===== src/sv/afoc_pkg.sv =====
// afoc_pkg: shared widths, codes and reset constants for the box frustum classifier
// no dependencies
package afoc_pkg;
  localparam int CoordW = 16;
  localparam int ViewW  = 35;
  localparam int CodeW  = 6;
  localparam int CfgIdxW = 3;
  localparam int CfgDataW = 64;

  typedef enum logic [CfgIdxW-1:0] {
    REG_CLIP_ON = 3'd0,
    REG_ROW_X   = 3'd1,
    REG_ROW_Y   = 3'd2,
    REG_ROW_Z   = 3'd3,
    REG_NEAR    = 3'd4,
    REG_FAR     = 3'd5,
    REG_TAN_X   = 3'd6,
    REG_TAN_Y   = 3'd7
  } cfg_reg_e;

  typedef enum logic [1:0] {
    VERDICT_OUTSIDE = 2'd0,
    VERDICT_INSIDE  = 2'd1,
    VERDICT_PARTIAL = 2'd2
  } verdict_e;

  localparam logic [63:0] RowXReset = 64'd4096;
  localparam logic [63:0] RowYReset = 64'd268435456;
  localparam logic [63:0] RowZReset = 64'd17592186044416;
  localparam logic [14:0] NearReset = 15'd5;
  localparam logic [14:0] FarReset  = 15'd16000;
  localparam logic [15:0] TanReset  = 16'd4096;

  localparam logic [CodeW-1:0] OcNear  = 6'h01;
  localparam logic [CodeW-1:0] OcFar   = 6'h02;
  localparam logic [CodeW-1:0] OcLeft  = 6'h04;
  localparam logic [CodeW-1:0] OcRight = 6'h08;
  localparam logic [CodeW-1:0] OcAbove = 6'h10;
  localparam logic [CodeW-1:0] OcBelow = 6'h20;

  typedef struct packed {
    logic [63:0] row_x;
    logic [63:0] row_y;
    logic [63:0] row_z;
    logic [14:0] near_plane;
    logic [14:0] far_plane;
    logic [15:0] tan_x;
    logic [15:0] tan_y;
    logic        clip_on;
  } cfg_t;
endpackage


===== src/sv/afoc_cfg_regs.sv =====
// afoc_cfg_regs: configuration register file with plain write port
// depends on afoc_pkg
module afoc_cfg_regs import afoc_pkg::*; (
  input  logic                clk_i,
  input  logic                rst_ni,
  input  logic                cfg_we_i,
  input  logic [CfgIdxW-1:0]  cfg_idx_i,
  input  logic [CfgDataW-1:0] cfg_data_i,
  output cfg_t                cfg_o
);
  cfg_t cfg_q;

  always_ff @(posedge clk_i or negedge rst_ni) begin
    if (!rst_ni) begin
      cfg_q.clip_on    <= 1'b1;
      cfg_q.row_x      <= RowXReset;
      cfg_q.row_y      <= RowYReset;
      cfg_q.row_z      <= RowZReset;
      cfg_q.near_plane <= NearReset;
      cfg_q.far_plane  <= FarReset;
      cfg_q.tan_x      <= TanReset;
      cfg_q.tan_y      <= TanReset;
    end else if (cfg_we_i) begin
      case (cfg_reg_e'(cfg_idx_i))
        REG_CLIP_ON: cfg_q.clip_on    <= cfg_data_i[0];
        REG_ROW_X:   cfg_q.row_x      <= cfg_data_i;
        REG_ROW_Y:   cfg_q.row_y      <= cfg_data_i;
        REG_ROW_Z:   cfg_q.row_z      <= cfg_data_i;
        REG_NEAR:    cfg_q.near_plane <= cfg_data_i[14:0];
        REG_FAR:     cfg_q.far_plane  <= cfg_data_i[14:0];
        REG_TAN_X:   cfg_q.tan_x      <= cfg_data_i[15:0];
        REG_TAN_Y:   cfg_q.tan_y      <= cfg_data_i[15:0];
        default: ;
      endcase
    end
  end

  assign cfg_o = cfg_q;
endmodule


===== config.mk =====
export PLATFORM = sky130hd
export DESIGN_NAME = afoc_cfg_regs
export DESIGN_NICKNAME = d
export VERILOG_FILES = /design/src/sv/afoc_pkg.sv /design/src/sv/afoc_cfg_regs.sv
export SDC_FILE = /design/constraint.sdc
export NUM_CORES = 1
export LEC_CHECK = 0
export ABC_AREA = 1
export CORE_AREA = 2 2 161 163
export CTS_CLUSTER_SIZE = 25
export DETAILED_ROUTE_END_ITERATION = 8
export DIE_AREA = 0 0 163 165
export DONT_BUFFER_PORTS = 1
export GPL_TIMING_DRIVEN = 0
export PLACE_DENSITY = 0.63
export SLEW_MARGIN = 10
export SYNTH_ARGS = -nofsm -noshare
export SYNTH_HDL_FRONTEND = slang
export SYNTH_SLANG_ARGS = --single-unit

===== constraint.sdc =====
create_clock -name clk_i -period 0.89 [get_ports clk_i]
set_clock_uncertainty 0.1 [all_clocks]
set_input_delay 0.089 -clock clk_i [delete_from_list [all_inputs] [get_ports clk_i]]
set_output_delay 0.089 -clock clk_i [all_outputs]
set_load 0.05 [all_outputs]

# Word-level counts from Yosys, hierarchy flattened
# Index checks and enable logic that the tools add are counted.
# classes
eq_ne,7
reduce_logical,9
# ops
cell,n
2-bit AND reduction,8
3-bit == test (second input constant),4
3-bit by 2-bit == test with 1-bit output (second input constant),2
3-bit by 1-bit == test with 1-bit output (second input constant),1
3-bit logical NOT,1
# totals
input_bits,70
wordCells,24
regBits,255

# Longest topological paths before layout
# Gate-level depths: netlist of run 1.
# depth
word_depth,2
ltp_mapped,6
depth_no_buf,5

# Worst setup path before layout of run 1
# OpenSTA, ideal clock, no wires.
# synth_path
path_kind,in2reg
startpoint,input port cfg_idx_i[1]
endpoint,"register cfg_q, in the netlist cfg_o[52]"
slack_ns,-0.093
t_arrival_ns,0.764
n_path_buf,1
setup_time_ns,0.119
path_stages,5
path_cell_list,nor2_2 nand2_1 buf_2 nand2_1 nand2_1
# synth_via
elab_chain_cells,2
# synth_rtl
element,line,text
"start, declared",afoc_cfg_regs.sv:7,"input logic [CfgIdxW-1:0] cfg_idx_i,"
3-bit == test,afoc_cfg_regs.sv:24,case (cfg_reg_e'(cfg_idx_i))
2-bit AND reduction (no line),n/a,
"end, declared",afoc_cfg_regs.sv:11,cfg_t cfg_q;
# No other way between the ends.
# A chain may end at the register's enable or synchronous reset.

# Final worst setup path of run 1
# layout_path
startpoint,"register cfg_q, in the netlist cfg_o[0]"
endpoint,output port cfg_o[0] (netlist bit)
# layout_lines
element,line,text
"end, declared",afoc_cfg_regs.sv:9,output cfg_t cfg_o
# No word-level cell between the ends.

==> results of run 1 <==
==> timing repair <==
action,CTS,global route
endpoints found under the setup margin,339,498
hold endpoints to repair,510,323
pin swaps,76,216
gates resized for setup,1,75
==> stage by stage <==
step | worst slack [ns] | instances | utilization
2_1_floorplan | -0.0700 | 1109 | -
3_3_place_gp | -0.466 | 1439 | 0.431
3_5_place_dp | -0.489 | 1439 | 0.431
4_1_cts | -0.562 | 1554 | 0.493
5_1_grt | -0.574 | 1550 | 0.499
6_report | -0.540 | 1550 | 0.499
==> synthesized netlist by cell type, drive strengths merged <==
cell    instances  area [sq um]
buf            45           259
clkbuf         17          63.8
dfrtp         241          6030
dfstp          14           368
inv             6          22.5
nand2         634          2390
nand3         144           721
nor2            8          65.1
==> cells by family after synthesis <==
| kind of cell | share of synthesized area |
|---|---|
| buffers and inverters | 0.0348 |
| flip-flops | 0.645 |
| AND/OR/NAND/NOR | 0.320 |
==> power by group <==
part	switching, W	internal (W)
clock	0.00455	0.00665
combinational	0.00175	0.00116
sequential	0.00985	0.0142
==> worst paths after layout <==
kind | from | to | cells past startpoint
worst max-delay path | cfg_o[0] | cfg_o[0] | 0
worst min-delay path | rst_ni | cfg_o[116] | 0
worst max register to register | cfg_o[45] | cfg_o[45] | 2
worst min register to register | cfg_o[29] | cfg_o[29] | 2
max in group asynchronous | rst_ni | cfg_o[215] | 0
min in group clk_i | cfg_idx_i[0] | cfg_o[48] | 3
==> cell type report <==
class / count / area, sq um / area share
buffer: 62 / 442 / 0.0353
clock buffer: 41 / 788 / 0.0631
clock inverter: 7 / 87.6 / 0.00701
inverter: 6 / 30.0 / 0.00240
multi-input combinational: 786 / 3390 / 0.271
sequential: 255 / 6720 / 0.537
tap: 330 / 413 / 0.0330
timing repair buffer: 63 / 631 / 0.0505
==> cells in the final DEF (no fill, tap or decap), types with 2 or more instances in the layout <==
master	Yosys	final
clkbuf_2	0	4
clkinv_2	0	4
nand2_1	629	554
nor2_4	3	6
inv_1	2	2
dlygate4sd3_1	0	63
inv_2	4	2
nand3_1	144	144
clkbuf_8	0	12
bufinv_16	0	2
dfrtp_2	0	241
buf_4	14	21
nor2_2	5	2
nand2_4	0	2
clkbuf_16	0	27
dfstp_2	14	10
buf_6	0	5
buf_2	30	19
clkbuf_1	17	14
dfstp_4	0	4
nand2_2	5	78
==> layer usage <==
metal	global-route usage	wire length [um]	up-vias
met1	0.288	12600	3811
met4	0.0736	829	0
li1	-	-	3650
met3	0.0753	2910	57
met2	0.360	14400	313
met5	0	0	-
==> worst register-to-register path: cells and delay by family (launching register included) <==
family / cells / cell delay [ns]
DFF: 1 / 0.71
and+or+nand+nor: 2 / 0.16
==> flow_summary.json, run 1 <==
{
  "status": "finished with violations",
  "violations": "hold timing, setup timing",
  "wl_per_cell_um": 19.8,
  "drive_gt1_frac": 0.363,
  "antenna_found_initial": 0,
  "finalInstanceArea_sq_mm": 0.0125,
  "hold_class": "input port to async pin",
  "largest_reg_flops": 255,
  "rsz0062_at_grt": "yes",
  "syn_area_sq_mm": 0.00992,
  "cts_root_buf": "clkbuf_16",
  "drv_slew": 0,
  "reg2reg_slack_ns": -0.13,
  "synth-seq-area-share": 0.645,
  "fp-row-count": 58,
  "hold_viol_final": 346,
  "drv_cap": 0,
  "io_pins": 325,
  "clock_latency_ns": 0.52,
  "grt_pass1_wl_mm": 46.7,
  "via_per_inst": 5.05,
  "drc": 0,
  "end_kind": "primary output",
  "area.growth.synth_to_final_pct": 26.0,
  "power_w": 0.0382,
  "worst_slack_ns": -0.540,
  "layout.nets": 1271,
  "powerDensity_mw_per_mm2": 3060,
  "place_hpwl_mm": 20.5,
  "cts_hold_buf": 67,
  "synthesis.nets": 1179,
  "fmax_ghz": 0.699,
  "clk_pin_slew_ns": 0.06,
  "cts_tree": "yes",
  "power.leakage_nw": 6.10,
  "die_h_um": 165,
  "globalRouteOverflowTotal": 0,
  "vias": 7831,
  "num-fill-cells": 2284,
  "setup_viol": 276,
  "ys_warn_count": 0,
  "grt_usage": 0.225,
  "numCtsBuffers": 27,
  "irDropWorstVdd_mv": 1.65,
  "place_area_sq_mm": 0.0108,
  "grt_pass1_vias": 7789,
  "synth_cell_type_count": 13,
  "clk_path_buf_depth": 3,
  "tns_ns": -94.08,
  "port_buffers": 0,
  "crit_required_ns": 0.70,
  "gp_congestion": 0.809,
  "routed_wirelength_mm": 30.7,
  "post_cts_buffers": 0,
  "syn_inst": 1109,
  "postSynthAreaPerCell_sq_um": 8.95,
  "crit_fanout": 2,
  "die_x_um": 163,
  "start_kind": "flop",
  "num_antenna_cells": 0,
  "relSlewSlack": 0.603,
  "drt_iter0_markers": 709,
  "min_period_over_period": 1.61,
  "start_util": 0.396,
  "cts_htree_levels": 1,
  "timing_worst_setup_path_type": "flop to primary output",
  "dr.pass1.iters": 5,
  "critPathArrivalTime_ns": 1.24,
  "grt_max_degree": 256,
  "coreArea_sq_mm": 0.0250,
  "layout_min_cycle_time_ns": 1.43,
  "ant_nets": 0,
  "die-area_sq_mm": 0.0269,
  "ys_ff_latch": 255,
  "worst_pin_slew_ns": 0.596,
  "cts.sinks": 255,
  "worst_hold_slack_ns": -0.833
}
Power figures use the tool's default switching activity.
==> run 2: changes to the inputs <==
Clock period 0.89 ns to 1.4 ns, I/O delays scaled along.
==> flow_summary.json, run 2 (same netlist as run 1, synthesis figures left out) <==
{
  "drt_iter0_markers": 829,
  "coreArea_sq_mm": 0.0250,
  "clk_path_buf_depth": 3,
  "globalRouteOverflowTotal": 0,
  "vias": 7901,
  "min_period_over_period": 1.06,
  "power_w": 0.0240,
  "grt_pass1_vias": 7931,
  "hold_class": "input port to async pin",
  "drv_cap": 0,
  "power.leakage_nw": 6.06,
  "die_x_um": 163,
  "clock_latency_ns": 0.53,
  "num_antenna_cells": 0,
  "post_cts_buffers": 0,
  "status": "finished with violations",
  "violations": "hold timing, setup timing",
  "grt_pass1_wl_mm": 47.5,
  "start_kind": "flop",
  "final_cell_mix": "625 x nand2_1, 241 x dfrtp_2, 144 x nand3_1",
  "via_per_inst": 5.03,
  "die_h_um": 165,
  "num-fill-cells": 2338,
  "die-area_sq_mm": 0.0269,
  "cts_htree_levels": 1,
  "tns_ns": -0.905,
  "io_pins": 325,
  "irDropWorstVdd_mv": 0.929,
  "ant_nets": 0,
  "crit_fanout": 2,
  "ff_latch_area_sq_mm": 0.00671,
  "final_cells": 1570,
  "numCtsBuffers": 27,
  "routed_wirelength_mm": 31.2,
  "hold_viol_final": 255,
  "wl_per_cell_um": 19.9,
  "critPathArrivalTime_ns": 1.25,
  "crit_required_ns": 1.16,
  "post-place-cells": 1439,
  "cts.sinks": 255,
  "gp_congestion": 0.817,
  "grt_usage": 0.230,
  "worst_pin_slew_ns": 0.897,
  "layout.nets": 1291,
  "powerDensity_mw_per_mm2": 1940,
  "end_kind": "primary output",
  "fmax_ghz": 0.672,
  "setup_viol": 14,
  "place_hpwl_mm": 20.3,
  "relSlewSlack": 0.402,
  "critPathLaunch": "cfg_o[50]",
  "drv_slew": 0,
  "worst_hold_slack_ns": -0.780,
  "worstRegToRegCells": 2,
  "clk_pin_slew_ns": 0.07,
  "crit_cells": 0,
  "r2r_start": "cfg_o[45]",
  "worst_slack_ns": -0.0873,
  "layout_min_cycle_time_ns": 1.49,
  "grt_max_degree": 256,
  "dr.pass1.iters": 7,
  "area.growth.synth_to_final_pct": 24.2,
  "final_common_cell": "nand2_1",
  "drc": 0,
  "fp-row-count": 58,
  "antenna_found_initial": 0,
  "largest_reg_flops": 255,
  "cts_tree": "yes",
  "port_buffers": 0,
  "rsz0062_at_grt": "yes",
  "cts_root_buf": "clkbuf_16",
  "timing_worst_setup_path_type": "flop to primary output",
  "start_util": 0.396,
  "multi_input_area_sq_mm": 0.00319,
  "drive_gt1_frac": 0.294
}
run 2: changes by cell type in the layout (fill, tap and decap cells not counted), moves of 3 or more:
cell and delta:
buf_2 +10, buf_4 -7, buf_6 -5, clkbuf_1 +7, clkbuf_2 +6, clkbuf_8 -8, dlygate4sd3_1 +20, nand2_1 +71
nand2_2 -69, nor2_2 +3, nor2_4 -3
run 2: final timing paths:
kind | slack [ns] | to
setup / recovery | -0.09 | cfg_o[50]
hold / removal | -0.78 | cfg_o[72]
setup reg to reg | 0.38 | cfg_o[45]
hold reg to reg | 0.50 | cfg_o[13]
max in group asynchronous | 1.18 | cfg_o[79]
min in group clk_i | 0.01 | cfg_o[249]
run 2: area by class of cell:
class | count | share of cell area
plain buffers | 62 | 0.0274
clock buffers | 44 | 0.0632
clock inverters | 4 | 0.00386
inverters | 6 | 0.00183
multi-input cells | 786 | 0.259
flip-flops and latches | 255 | 0.544
well taps | 330 | 0.0335
repair buffers | 83 | 0.0674
run 2: routing by layer:
metal	global-route usage	up-vias	wire length (um)
met4	0.0780	0	959
met2	0.369	321	14500
met3	0.0768	65	3110
met1	0.294	3830	12700
met5	0	-	0
li1	-	3685	-
run 2: stage by stage:
step	hold WS [ns]	utilization	worst slack (ns)	instance area, sq um
3_5_place_dp	-0.246	0.413	-0.0627	10300
6_report	-0.780	0.492	-0.0873	12300
3_3_place_gp	-0.246	0.413	-0.0436	10300
5_1_grt	-0.811	0.492	-0.120	12300
4_1_cts	-0.807	0.491	-0.105	12300
2_1_floorplan	-0.256	-	0.366	9920
run 2: where the power goes:
part | leakage [nW] | internal, W | switching, W
registers | 2.88 | 0.00904 | 0.00623
clock network | 0.399 | 0.00396 | 0.00288
logic | 2.79 | 0.000771 | 0.00109
total | 6.06 | 0.0138 | 0.0102
run 2: what timing repair did:
action,4_1_cts,5_1_grt
hold buffers,82,1
endpoints found under the setup margin,255,98
resized for setup,241,26
endpoints found under the hold margin,509,256
